<file path="config.mk">
export PLATFORM = sky130hd
export DESIGN_NAME = sae_div
export DESIGN_NICKNAME = d
export VERILOG_FILES = /design/src/hdl/sae_pkg.sv /design/src/hdl/sae_div.sv
export SDC_FILE = /design/constraint.sdc
export NUM_CORES = 2
export LEC_CHECK = 0
export ABC_AREA = 0
export BUFFER_PORTS_ARGS = -buffer_cell sky130_fd_sc_hd__buf_4
export CORE_ASPECT_RATIO = 1.2
export CORE_MARGIN = 3
export CORE_UTILIZATION = 50
export DETAILED_ROUTE_END_ITERATION = 7
export PLACE_DENSITY = 0.68
export SKIP_CTS_REPAIR_TIMING = 1
export SKIP_LAST_GASP = 1
export SYNTH_ARGS = -nofsm -noshare
export SYNTH_HDL_FRONTEND = slang
export SYNTH_SLANG_ARGS = --single-unit
</file>
<file path="constraint.sdc">
create_clock -name i_clk -period 3.3 [get_ports i_clk]
set_input_delay 0.66 -clock i_clk [delete_from_list [all_inputs] [get_ports i_clk]]
set_output_delay 0.66 -clock i_clk [all_outputs]
set_load 0.03 [all_outputs]
</file>
<file path="src/hdl/sae_pkg.sv">
package sae_pkg;

    // Defaults for the top-level parameters.
    localparam int IN_WIDTH_DEF  = 16;
    localparam int FRAC_BITS_DEF = 14;

    // Internal fixed point: all intermediate angles and unit vectors are Q30.
    localparam int Q = 30;

    // Status codes.
    localparam int STATUS_W = 2;
    localparam logic [STATUS_W-1:0] ST_OK   = 2'd0;
    localparam logic [STATUS_W-1:0] ST_ZERO = 2'd1;
    localparam logic [STATUS_W-1:0] ST_ANTI = 2'd2;

    // Pipeline control handed to the arithmetic units.
    typedef struct packed {
        logic en;
        logic vld;
    } t_pipe_ctl;

endpackage

</file>
<file path="src/hdl/sae_div.sv">
module sae_div #(
    parameter int NUM_W  = 64,
    parameter int DEN_W  = 32,
    parameter int QUO_W  = 31,
    parameter int LANES  = 1,
    parameter int SIDE_W = 1
) (
    input  logic                          i_clk,
    input  logic                          i_rst_n,
    input  sae_pkg::t_pipe_ctl            i_ctl,
    input  logic [LANES-1:0][NUM_W-1:0]   i_num,
    input  logic [LANES-1:0][DEN_W-1:0]   i_den,
    input  logic [SIDE_W-1:0]             i_side,
    output logic [LANES-1:0][QUO_W-1:0]   o_quo,
    output logic [SIDE_W-1:0]             o_side,
    output logic                          o_vld
);
    import sae_pkg::*;

    // Restoring division, one quotient bit per stage. The quotient is known
    // to fit in QUO_W bits, so the bits above start out as the remainder.
    logic [QUO_W-1:0]                         r_vld;
    logic [QUO_W-1:0][LANES-1:0][NUM_W-1:0]   r_num, n_num;
    logic [QUO_W-1:0][LANES-1:0][DEN_W-1:0]   r_den, n_den;
    logic [QUO_W-1:0][LANES-1:0][DEN_W-1:0]   r_rem, n_rem;
    logic [QUO_W-1:0][LANES-1:0][QUO_W-1:0]   r_quo, n_quo;
    logic [QUO_W-1:0][SIDE_W-1:0]             r_side, n_side;

    always_comb begin
        logic [DEN_W-1:0] rem_in;
        logic [QUO_W-1:0] quo_in;
        logic [DEN_W:0]   sh;
        for (int k = 0; k < QUO_W; k++) begin
            if (k == 0) begin
                n_side[k] = i_side;
            end else begin
                n_side[k] = r_side[k-1];
            end
            for (int l = 0; l < LANES; l++) begin
                if (k == 0) begin
                    n_num[k][l] = i_num[l];
                    n_den[k][l] = i_den[l];
                    rem_in      = DEN_W'(i_num[l] >> QUO_W);
                    quo_in      = '0;
                end else begin
                    n_num[k][l] = r_num[k-1][l];
                    n_den[k][l] = r_den[k-1][l];
                    rem_in      = r_rem[k-1][l];
                    quo_in      = r_quo[k-1][l];
                end
                sh = {rem_in, n_num[k][l][QUO_W-1-k]};
                if (sh >= {1'b0, n_den[k][l]}) begin
                    n_rem[k][l] = DEN_W'(sh - {1'b0, n_den[k][l]});
                    n_quo[k][l] = {quo_in[QUO_W-2:0], 1'b1};
                end else begin
                    n_rem[k][l] = DEN_W'(sh);
                    n_quo[k][l] = {quo_in[QUO_W-2:0], 1'b0};
                end
            end
        end
    end

    always_ff @(posedge i_clk) begin
        if (!i_rst_n) begin
            r_vld <= '0;
        end else if (i_ctl.en) begin
            r_vld <= {r_vld[QUO_W-2:0], i_ctl.vld};
        end
    end

    always_ff @(posedge i_clk) begin
        if (i_ctl.en) begin
            r_num  <= n_num;
            r_den  <= n_den;
            r_rem  <= n_rem;
            r_quo  <= n_quo;
            r_side <= n_side;
        end
    end

    assign o_quo  = r_quo[QUO_W-1];
    assign o_side = r_side[QUO_W-1];
    assign o_vld  = r_vld[QUO_W-1];

endmodule

</file>
==> results_dict.tcl <==
set metrics [dict create \
    share_comb_of_total_power 0.530 \
    placed_cells_incl_taps 18400 \
    fin_worst_skew_ps 45.62 \
    synthCells 12610 \
    gp_congestion 0.9401 \
    max_freq_mhz 277.3 \
    global_route.usage.total 0.2409 \
    post_layout_nets 16230 \
    worstMarginPinSlew_ps 917.1 \
    arrival_ps 4190 \
    cp-start-kind "flop" \
    ir_drop_worst_vdd_mv 0.5364 \
    timing.hold.worst.class "in -> reg" \
    worst_hold_slack_ps 95.94 \
    worst-r2r-setup-slack_ps -310 \
    drt_iter0_drc 7663 \
    groute.layer.met1.usage 0.3098 \
    globalRoute.totalOverflow 0 \
    dieHeight_um 611.4 \
    post_synth_instance_area_mm2 0.1527 \
    multi_input_area_mm2 0.06567 \
    cell_internal_pwr_w 0.1282 \
    ant_nets 0 \
    register_area_share_after_synthesis 0.5767 \
    finalHoldViolCount 0 \
    post_synth_num_cell_types 97 \
    hpwl_um 294100 \
    max_h_tree_level 5 \
    rsz0062_at_grt "true" \
    design.die.area_mm2 0.3121 \
    finalSetupViolCount 475 \
    clock_latency_ps 860 \
    ys_dominant_reg_cell "edfxtp_1" \
    grt_max_degree 97 \
    grt_pass1_wl_um 591800 \
    avgViaCountPerCell 5.569 \
    drive_gt1_frac 0.2856 \
    place.port_buffers 132 \
    total_power_w 0.2022 \
    synth-seq-cells 2943 \
    design.core.area_mm2 0.3031 \
    mappedNetlistNets 13730 \
    busiest_layer "met2" \
    route.detailed.drc 0 \
    drt_wl_total_um 410200 \
    critPathRequiredTime_ps 3880 \
    pwr-share-clk 0.171 \
    crit_path_cell_trace "inv_2 -> ha_4 -> nor2b_4 -> o31ai_4 -> a21oi_2 -> o21ai_2 -> nand2_2 -> a221o_1 -> a41oi_2 -> nand3_2 -> a311oi_4 -> buf_6 -> buf_12 -> mux2_4" \
    crit_path_max_fanout 8 \
    clock_tree.root_cell "clkbuf_16" \
    seqCellArea_mm2 0.08806 \
    timing.final.ws_setup_ps -306.8 \
    grt_use_met2 0.4194 \
    tritoncts "yes" \
    clock_sink_count 2943 \
    power_per_cell_area_mw_per_mm2 1035 \
    post_layout_nonfiller_instances 19360 \
    ys_warn_count 0 \
    initial_antenna_violation_count 4 \
    initial_utilization 0.5039 \
    setup.worst_path.end_class "flop" \
    num_rows 221 \
    synth_async_sr_flop_share 0 \
    avgSynthCellArea_um2 12.11 \
    groute.layer.met3.usage 0.02870 \
    seq_power_share 0.299 \
    clock_tree.buffer_depth 4 \
    firstDrtPassIters 6 \
    timing.final.max_slew_violations 0 \
    pin_count 134 \
    swShare 0.3662 \
    timing.critical_path.slowest_cell_delay_ps 420 \
    static-leakage-power_nw 81.27 \
    path_class "reg -> reg" \
    maxCapViolCount 0 \
    slew_headroom 0.3728 \
    number_of_buffers_created_by_cts 311 \
    clkSlewWorstSetupHoldPaths_ps 60 \
    synth-edff-count 2912 \
    wire_per_inst_um 21.19 \
    period_minus_slack_ps 3607 \
    switching_power_w 0.07406 \
    slowest_stage "edfxtp_1" \
    final.fill_count 22840 \
    vias 107800 \
    status "complete, but fails checks" \
    grt_pass1_vias 105300 \
    floorplan.die.width_um 510.5 \
    finalCritPeriodShare 1.093 \
    area_growth_pct 27.98 \
    violations_in_the_final_reports "setup timing" \
]
[power by group through the flow]
stage	registers [W]	logic (W)	clock network [W]
CTS	0.0599	0.0881	0.0355
finish	0.0604	0.107	0.0346
detailed placement	0.0605	0.0873	0
global placement	0.0605	0.0857	0
floorplan	0.0570	0.0566	0
global route	0.0609	0.116	0.0370
[kinds of logic after synthesis]
kind of cell	Yosys count	synth area share
AOI/OAI and AO/OA	3104	0.1293
DFF	2943	0.5767
adders and majority gates	1022	0.08521
buffers and inverters	1556	0.03907
xor gates and xnor gates	780	0.04474
and+or+nand+nor	2630	0.08318
muxes	576	0.04178
[Yosys cell counts (87+ instances only)]
| library cell | n | share of area |
|---|---|---|
| nand3_1 | 212 | 0.0069 |
| a21oi_1 | 873 | 0.029 |
| o21ai_0 | 745 | 0.024 |
| xor2_1 | 302 | 0.017 |
| edfxtp_1 | 2912 | 0.57 |
| nand2_1 | 799 | 0.020 |
| clkbuf_1 | 237 | 0.0058 |
| and3_1 | 87 | 0.0036 |
| ha_1 | 992 | 0.081 |
| nor3_1 | 152 | 0.0050 |
| o21bai_1 | 107 | 0.0053 |
| mux2_2 | 467 | 0.034 |
| nor2_1 | 606 | 0.015 |
| nand2b_1 | 140 | 0.0057 |
| xnor2_1 | 478 | 0.027 |
| a21o_1 | 498 | 0.024 |
| o21a_1 | 151 | 0.0074 |
| nor2b_1 | 189 | 0.0077 |
| inv_1 | 1243 | 0.031 |
| nand4_1 | 165 | 0.0068 |
| a31oi_1 | 118 | 0.0048 |
[critical path: cells and delay by family, from the launching register on]
family / cells / cell delay (ps)
mux: 1 / 320
flops: 1 / 420
simple gates: 3 / 360
buf+inv: 3 / 430
compound gates: 6 / 1610
fa+ha+maj: 1 / 210
[sequential cells by signal, summed over array words and instances, names as in the netlist]
name / flops
r_vld: 31
o_side: 1
o_quo: 31
n_num: 465
n_den: 960
r_quo: 465
n_side: 30
r_rem: 960
[worst paths after layout]
path | start | to | depth (start not counted)
worst max-delay path | n_den[257] | r_rem[261] | 14
worst min-delay path | i_den[5] | n_den[37] | 2
worst max register to register | n_den[257] | r_rem[261] | 14
worst min register to register | n_num[906] | n_num[970] | 0
[metal layers]
layer	vias to the layer above	part of all wire
li1	51640	-
met1	52540	0.41
met2	2747	0.50
met3	864	0.044
met4	2	0.042
met5	-	0.000032
[stage by stage]
stage,util,setup slack [ps],cell area [um2],setup TNS [ps]
5_1_grt,0.6449,-413.5,195400,-120300
6_report,0.6449,-306.8,195400,-58740
4_1_cts,0.6054,-578.2,183500,-218950
2_1_floorplan,-,-40.86,152900,-1442
3_5_place_dp,0.5723,-558.0,173400,-201630
3_3_place_gp,0.5723,-590.7,173400,-160420
[area by class of cell]
class,count,area share
antenna,2,0.00002561
tap,4014,0.02570
inverter,1243,0.02396
clock buffer,377,0.04222
clock inverter,170,0.009110
sequential,2943,0.4506
multi-input combinational,8113,0.3360
timing repair buffer,2494,0.1124
[layout by cell type (no fill, tap or decap), drive strengths merged, types with 434 or more instances in the layout]
cell type	synthesis	routed
o21ai	757	757
nand2	799	799
ha	992	992
edfxtp	2912	2912
clkbuf	238	434
a21oi	873	873
a21o	498	498
xnor2	478	478
nor2	606	606
mux2	491	491
buf	75	2389
inv	1243	1256
(Power assumes the default switching activity.)
