**src/hdl/sae_pkg.sv**
```systemverilog
package sae_pkg;

    // Defaults for the top-level parameters.
    localparam int IN_WIDTH_DEF  = 16;
    localparam int FRAC_BITS_DEF = 14;

    // Internal fixed point: all intermediate angles and unit vectors are Q30.
    localparam int Q = 30;

    // Status codes.
    localparam int STATUS_W = 2;
    localparam logic [STATUS_W-1:0] ST_OK   = 2'd0;
    localparam logic [STATUS_W-1:0] ST_ZERO = 2'd1;
    localparam logic [STATUS_W-1:0] ST_ANTI = 2'd2;

    // Pipeline control handed to the arithmetic units.
    typedef struct packed {
        logic en;
        logic vld;
    } t_pipe_ctl;

endpackage

```
**src/hdl/sae_sqrt.sv**
```systemverilog
module sae_sqrt #(
    parameter int RAD_W  = 64,
    parameter int LANES  = 1,
    parameter int SIDE_W = 1
) (
    input  logic                              i_clk,
    input  logic                              i_rst_n,
    input  sae_pkg::t_pipe_ctl                i_ctl,
    input  logic [LANES-1:0][RAD_W-1:0]       i_rad,
    input  logic [SIDE_W-1:0]                 i_side,
    output logic [LANES-1:0][RAD_W/2-1:0]     o_root,
    output logic [SIDE_W-1:0]                 o_side,
    output logic                              o_vld
);
    import sae_pkg::*;

    localparam int RT_W  = RAD_W / 2;
    localparam int REM_W = RT_W + 2;

    // One root bit per stage; radicand and side data travel along.
    logic [RT_W-1:0]                          r_vld;
    logic [RT_W-1:0][LANES-1:0][RAD_W-1:0]    r_rad,  n_rad;
    logic [RT_W-1:0][LANES-1:0][REM_W-1:0]    r_rem,  n_rem;
    logic [RT_W-1:0][LANES-1:0][RT_W-1:0]     r_root, n_root;
    logic [RT_W-1:0][SIDE_W-1:0]              r_side, n_side;

    // Digit-by-digit square root step for every stage and lane.
    always_comb begin
        logic [REM_W-1:0] rem_in;
        logic [RT_W-1:0]  root_in;
        logic [REM_W-1:0] sh;
        logic [REM_W-1:0] tr;
        for (int k = 0; k < RT_W; k++) begin
            if (k == 0) begin
                n_side[k] = i_side;
            end else begin
                n_side[k] = r_side[k-1];
            end
            for (int l = 0; l < LANES; l++) begin
                if (k == 0) begin
                    n_rad[k][l] = i_rad[l];
                    rem_in      = '0;
                    root_in     = '0;
                end else begin
                    n_rad[k][l] = r_rad[k-1][l];
                    rem_in      = r_rem[k-1][l];
                    root_in     = r_root[k-1][l];
                end
                sh = {rem_in[RT_W-1:0], n_rad[k][l][2*(RT_W-1-k) +: 2]};
                tr = {root_in, 2'b01};
                if (sh >= tr) begin
                    n_rem[k][l]  = sh - tr;
                    n_root[k][l] = {root_in[RT_W-2:0], 1'b1};
                end else begin
                    n_rem[k][l]  = sh;
                    n_root[k][l] = {root_in[RT_W-2:0], 1'b0};
                end
            end
        end
    end

    // Valid bits move with the data.
    always_ff @(posedge i_clk) begin
        if (!i_rst_n) begin
            r_vld <= '0;
        end else if (i_ctl.en) begin
            r_vld <= {r_vld[RT_W-2:0], i_ctl.vld};
        end
    end

    always_ff @(posedge i_clk) begin
        if (i_ctl.en) begin
            r_rad  <= n_rad;
            r_rem  <= n_rem;
            r_root <= n_root;
            r_side <= n_side;
        end
    end

    assign o_root = r_root[RT_W-1];
    assign o_side = r_side[RT_W-1];
    assign o_vld  = r_vld[RT_W-1];

endmodule

```
**config.mk**
```make
export PLATFORM = sky130hd
export DESIGN_NAME = sae_sqrt
export DESIGN_NICKNAME = d
export VERILOG_FILES = /design/src/hdl/sae_pkg.sv /design/src/hdl/sae_sqrt.sv
export SDC_FILE = /design/constraint.sdc
export NUM_CORES = 2
export LEC_CHECK = 0
export BUFFER_PORTS_ARGS = -buffer_cell sky130_fd_sc_hd__buf_2
export CAP_MARGIN = 40
export CORE_MARGIN = 10
export CORE_UTILIZATION = 40
export CTS_CLUSTER_SIZE = 25
export DETAILED_ROUTE_END_ITERATION = 6
export PLACE_DENSITY_LB_ADDON = 0.2
export RECOVER_POWER = 25
export SYNTH_ARGS = -nofsm -noshare
export SYNTH_HDL_FRONTEND = slang
export SYNTH_SLANG_ARGS = --single-unit
```
**constraint.sdc**
```tcl
create_clock -name i_clk -period 10.4 [get_ports i_clk]
set_input_delay 1.56 -clock i_clk [delete_from_list [all_inputs] [get_ports i_clk]]
set_output_delay 1.56 -clock i_clk [all_outputs]
set_load 0.01 [all_outputs]
```
==> impl_results.html <==
<table>
<tr><th>Metric</th><th>Value</th></tr>
<tr><th colspan="2">Outcome</th></tr>
<tr><td>Outcome</td><td>complete, no violations</td></tr>
<tr><th colspan="2">Final layout</th></tr>
<tr><td>Area added between synthesis and finish</td><td>12.4%</td></tr>
<tr><td>Most common cell after layout, fill and taps aside</td><td>sky130_fd_sc_hd__edfxtp_1</td></tr>
<tr><td>Ratio of cells with drive above 1 in the final layout</td><td>7.53%</td></tr>
<tr><td>Highest-count cells in the layout ignoring fill and taps</td><td>sky130_fd_sc_hd__edfxtp_1, sky130_fd_sc_hd__inv_1, sky130_fd_sc_hd__nor2_1</td></tr>
<tr><td>Layout filler cell count</td><td>25672</td></tr>
<tr><td>Fin nets</td><td>approximately 9700</td></tr>
<tr><th colspan="2">Min path</th></tr>
<tr><td>Hold path cells</td><td>0</td></tr>
<tr><td>Path type of the worst min-delay path</td><td>reg -&gt; reg</td></tr>
<tr><th colspan="2">Die</th></tr>
<tr><td>Height of the die</td><td>557 um</td></tr>
<tr><td>Die span in x</td><td>557 um</td></tr>
<tr><td>Starting density of the core</td><td>40.1%</td></tr>
<tr><td>Number of core rows</td><td>197</td></tr>
<tr><td>CORE AREA</td><td>0.288 mm^2</td></tr>
<tr><td>Die Area</td><td>slightly above 0.3 mm^2</td></tr>
<tr><td>I/O pin count</td><td>103</td></tr>
<tr><th colspan="2">Synth</th></tr>
<tr><td>Number of synthesis warnings</td><td>0</td></tr>
<tr><td>Mapped Area</td><td>0.115 mm^2</td></tr>
<tr><td>Share of flip-flops with an asynchronous set or reset</td><td>0%</td></tr>
<tr><td>Leading register cell type out of synthesis</td><td>sky130_fd_sc_hd__edfxtp_1</td></tr>
<tr><td>Count of state elements after synthesis</td><td>2518</td></tr>
<tr><td>Complex-gate fraction of the synthesized area</td><td>9.30%</td></tr>
<tr><td>Post-Synth XOR/XNOR Area</td><td>5.79%</td></tr>
<tr><td>Mux share of post-synthesis cell area</td><td>1.14%</td></tr>
<tr><td>Synthesized area per cell</td><td>13.1 um^2</td></tr>
<tr><td>Net Count, Synth</td><td>9442</td></tr>
<tr><td>Dominant combinational cell family by area after synthesis</td><td>simple AND/OR/NAND/NOR gates</td></tr>
<tr><td>Post-Synth Simple-Gate Area</td><td>9.56%</td></tr>
<tr><td>Unique masters post-synth</td><td>96</td></tr>
<tr><td>Number of enable-type register cells in the synthesized netlist</td><td>2486</td></tr>
<tr><td>Part of the Yosys area used for sequential elements</td><td>65.2%</td></tr>
<tr><td>Synthesized netlist cell count</td><td>8809</td></tr>
<tr><td>Share of synthesized cell area in full adder, half adder and majority cells</td><td>6.11%</td></tr>
<tr><th colspan="2">Critical path</th></tr>
<tr><td>Startpoint kind of the worst setup timing path</td><td>flop</td></tr>
<tr><td>Count of buffer and inverter cells on the critical path</td><td>2</td></tr>
<tr><td>Capturing element type of the critical path</td><td>flop</td></tr>
<tr><td>Longest individual stage delay on the worst path</td><td>0.66 ns</td></tr>
<tr><td>Cell with the largest stage delay on the worst path</td><td>sky130_fd_sc_hd__o311ai_1</td></tr>
<tr><td>Cells along the critical path</td><td>inv_1, ha_1, nor2b_1, o31a_1, o211ai_1, nand2_1, o41ai_1, o311ai_1, a21boi_1, a21oi_4, buf_4, mux2_2</td></tr>
<tr><td>Critical path depth</td><td>12</td></tr>
<tr><td>Critical Path AT</td><td>4.82 ns</td></tr>
<tr><td>CP Max Fanout</td><td>38</td></tr>
<tr><td>Path depth of the worst reg2reg path</td><td>12</td></tr>
<tr><td>Req. time, crit path</td><td>approximately 11 ns</td></tr>
<tr><td>Family with the most delay on the worst path</td><td>compound AO/OA/AOI/OAI gates</td></tr>
<tr><td>CP Class</td><td>reg -&gt; reg</td></tr>
<tr><th colspan="2">Clocking</th></tr>
<tr><td>Number of gates given a new drive strength after cts</td><td>0</td></tr>
<tr><td>Clock Root Buffer</td><td>sky130_fd_sc_hd__clkbuf_16</td></tr>
<tr><td>Clock tree from TritonCTS</td><td>done</td></tr>
<tr><td>Maximum level of the CTS H-tree</td><td>5</td></tr>
<tr><td>Clock transition at the registers of the reported paths</td><td>0.06 ns</td></tr>
<tr><td>Clock net sink count</td><td>2518</td></tr>
<tr><td>Insertion delay of the later-clocked pin in the worst-skew pair</td><td>0.88 ns</td></tr>
<tr><td>Clock buffer count from CTS</td><td>284</td></tr>
<tr><td>Hold bufs inserted after CTS</td><td>0</td></tr>
<tr><td>Max Buffers Root-to-Sink</td><td>4</td></tr>
<tr><td>Setup bufs post-CTS</td><td>0</td></tr>
<tr><th colspan="2">Power</th></tr>
<tr><td>Leakage power summed over all cells</td><td>~50 nW</td></tr>
<tr><td>Net switching fraction of the power</td><td>28.6%</td></tr>
<tr><td>Worst IR drop on VDD</td><td>about 0.00013 V</td></tr>
<tr><td>Comb power frac</td><td>20.2%</td></tr>
<tr><td>Total power</td><td>29.3 mW</td></tr>
<tr><td>Total net switching power</td><td>about 8.4 mW</td></tr>
<tr><td>Internal power</td><td>20.9 mW</td></tr>
<tr><td>Power density over the cells</td><td>226 mW/mm^2</td></tr>
<tr><td>Clk pwr share</td><td>32.8%</td></tr>
<tr><td>Sequential cell fraction of total power</td><td>47.0%</td></tr>
<tr><th colspan="2">Global routing</th></tr>
<tr><td>Initial antenna violation count</td><td>2</td></tr>
<tr><td>Global-route wire length before repair</td><td>about 380 mm</td></tr>
<tr><td>GR Overflow Total</td><td>0</td></tr>
<tr><td>Vias in the first global route</td><td>67815</td></tr>
<tr><td>Pin count of the biggest net entering global routing</td><td>between 150 and 200</td></tr>
<tr><td>Total track usage</td><td>15.2%</td></tr>
<tr><th colspan="2">Route</th></tr>
<tr><td>Wire length after detailed routing</td><td>between 200 and 250 mm</td></tr>
<tr><td>DR vias/cell</td><td>~5.2</td></tr>
<tr><td>Number of DRC violations after detailed routing</td><td>0</td></tr>
<tr><td>Detailed Route Iter0 Violations</td><td>4544</td></tr>
<tr><td>First-pass DRT Iterations</td><td>6</td></tr>
<tr><td>Count of nets left with antenna violations after detail routing</td><td>0</td></tr>
<tr><td>Average detailed-routed wire length per instance</td><td>roughly 19 um</td></tr>
<tr><td>Via count of the routed design</td><td>67809</td></tr>
<tr><th colspan="2">Timing</th></tr>
<tr><td>Hold violation count in the final report</td><td>0</td></tr>
<tr><td>Actual slew at the worst max-slew pin</td><td>1.12 ns</td></tr>
<tr><td>Highest achievable clock rate</td><td>0.237 GHz</td></tr>
<tr><td>Post-route minimum period</td><td>4.23 ns</td></tr>
<tr><td>Total count of max-transition violations in the final report</td><td>0</td></tr>
<tr><td>Setup repair after global routing missed its margin</td><td>false</td></tr>
<tr><td>Worst path setup slack after routing</td><td>6.17 ns</td></tr>
<tr><td>Post-route clock skew</td><td>0.0556 ns</td></tr>
<tr><td>Slew HR</td><td>25.3%</td></tr>
<tr><td>Final hold slack</td><td>0.397 ns</td></tr>
<tr><td>Setup TNS</td><td>0 ns</td></tr>
<tr><td>Final count of negative-setup-slack endpoints</td><td>0</td></tr>
<tr><td>Post-route clock period utilization</td><td>roughly 40%</td></tr>
<tr><th colspan="2">Place</th></tr>
<tr><td>Number of port buffers</td><td>102</td></tr>
<tr><td>Final HPWL from detailed placement</td><td>around 170 mm</td></tr>
<tr><td>Final estimated routing congestion in global placement</td><td>0.860</td></tr>
<tr><td>Setup slack after placement</td><td>6.04 ns</td></tr>
<tr><th colspan="2">Flow run</th></tr>
<tr><td>Maxcap violations</td><td>0</td></tr>
</table>
[metrics by stage]
step / area [um^2] / cells / util, %
after floorplan: 115000 / 8809 / -
after global placement: 121000 / 12567 / 41.9
after detailed placement: 121000 / 12578 / 42.0
after CTS: 130000 / 13075 / 45.1
after global routing: 130000 / 13076 / 45.1
final: 130000 / 13077 / 45.1
[state kept, by name, indices dropped and copies added (netlist names)]
name	cells
n_side	31
o_root	32
r_rem	934
n_rad	992
r_root	496
o_side	1
r_vld	32
[layer usage]
metal	part of all wire, %	GRT usage (%)
met2	50	26.7
met1	43	19.4
met3	3.5	1.97
met4	3.6	5.39
met5	0.0053	0
[cells by family after synthesis]
group	Yosys count
xor gates and xnor gates	763
AOI/OAI and AO/OA	1736
DFF	2518
other	1
and+or+nand+nor	2228
buffers and inverters	877
muxes	122
adders and majority gates	564
[final timing paths]
kind	start	end	slack [ns]
max	r_root[800]	r_rem[890]	6.17
max reg2reg	r_root[800]	r_rem[890]	6.17
min reg2reg	n_rad[851]	n_rad[915]	0.40
min	n_rad[851]	n_rad[915]	0.40
[power groups by stage]
stage          clock network [mW]  logic [mW]  registers, mW
4_1_cts                      9.96        5.93           13.8
5_1_grt                      10.4        6.64           13.9
2_1_floorplan                   0        4.41           13.5
3_3_place_gp                    0        5.82           14.0
6_report                     9.61        5.92           13.7
3_5_place_dp                    0        5.90           14.0
[cell type report]
type                            instances  area (um^2)  area share (%)
Sequential cell                      2518        75300            58.0
Multi-Input combinational cell       5414        36900            28.5
Clock buffer                          336         7420            5.72
Tap cell                             3781         4730            3.65
Inverter                              710         2670            2.05
Clock inverter                        161         1480            1.14
Timing Repair Buffer                  155         1210           0.930
Antenna cell                            2         5.00         0.00386
[Yosys cell counts, drive strengths merged (76+ instances only)]
cell type	n	share of area [%]
nand3	140	0.61
nor2b	109	0.59
clkbuf	133	0.43
xnor2	380	2.9
nand4	106	0.59
mux2	77	0.75
ha	564	6.1
nor2	603	2.0
o21ai	422	1.8
nand2	528	1.7
edfxtp	2486	65
a21o	233	1.5
or3	76	0.42
a21oi	578	2.5
nand2b	102	0.55
xor2	383	2.9
nor3	191	0.83
nor4	103	0.58
inv	709	2.3
o21a	95	0.62
Note: power is estimated with default switching activity, not from simulation.
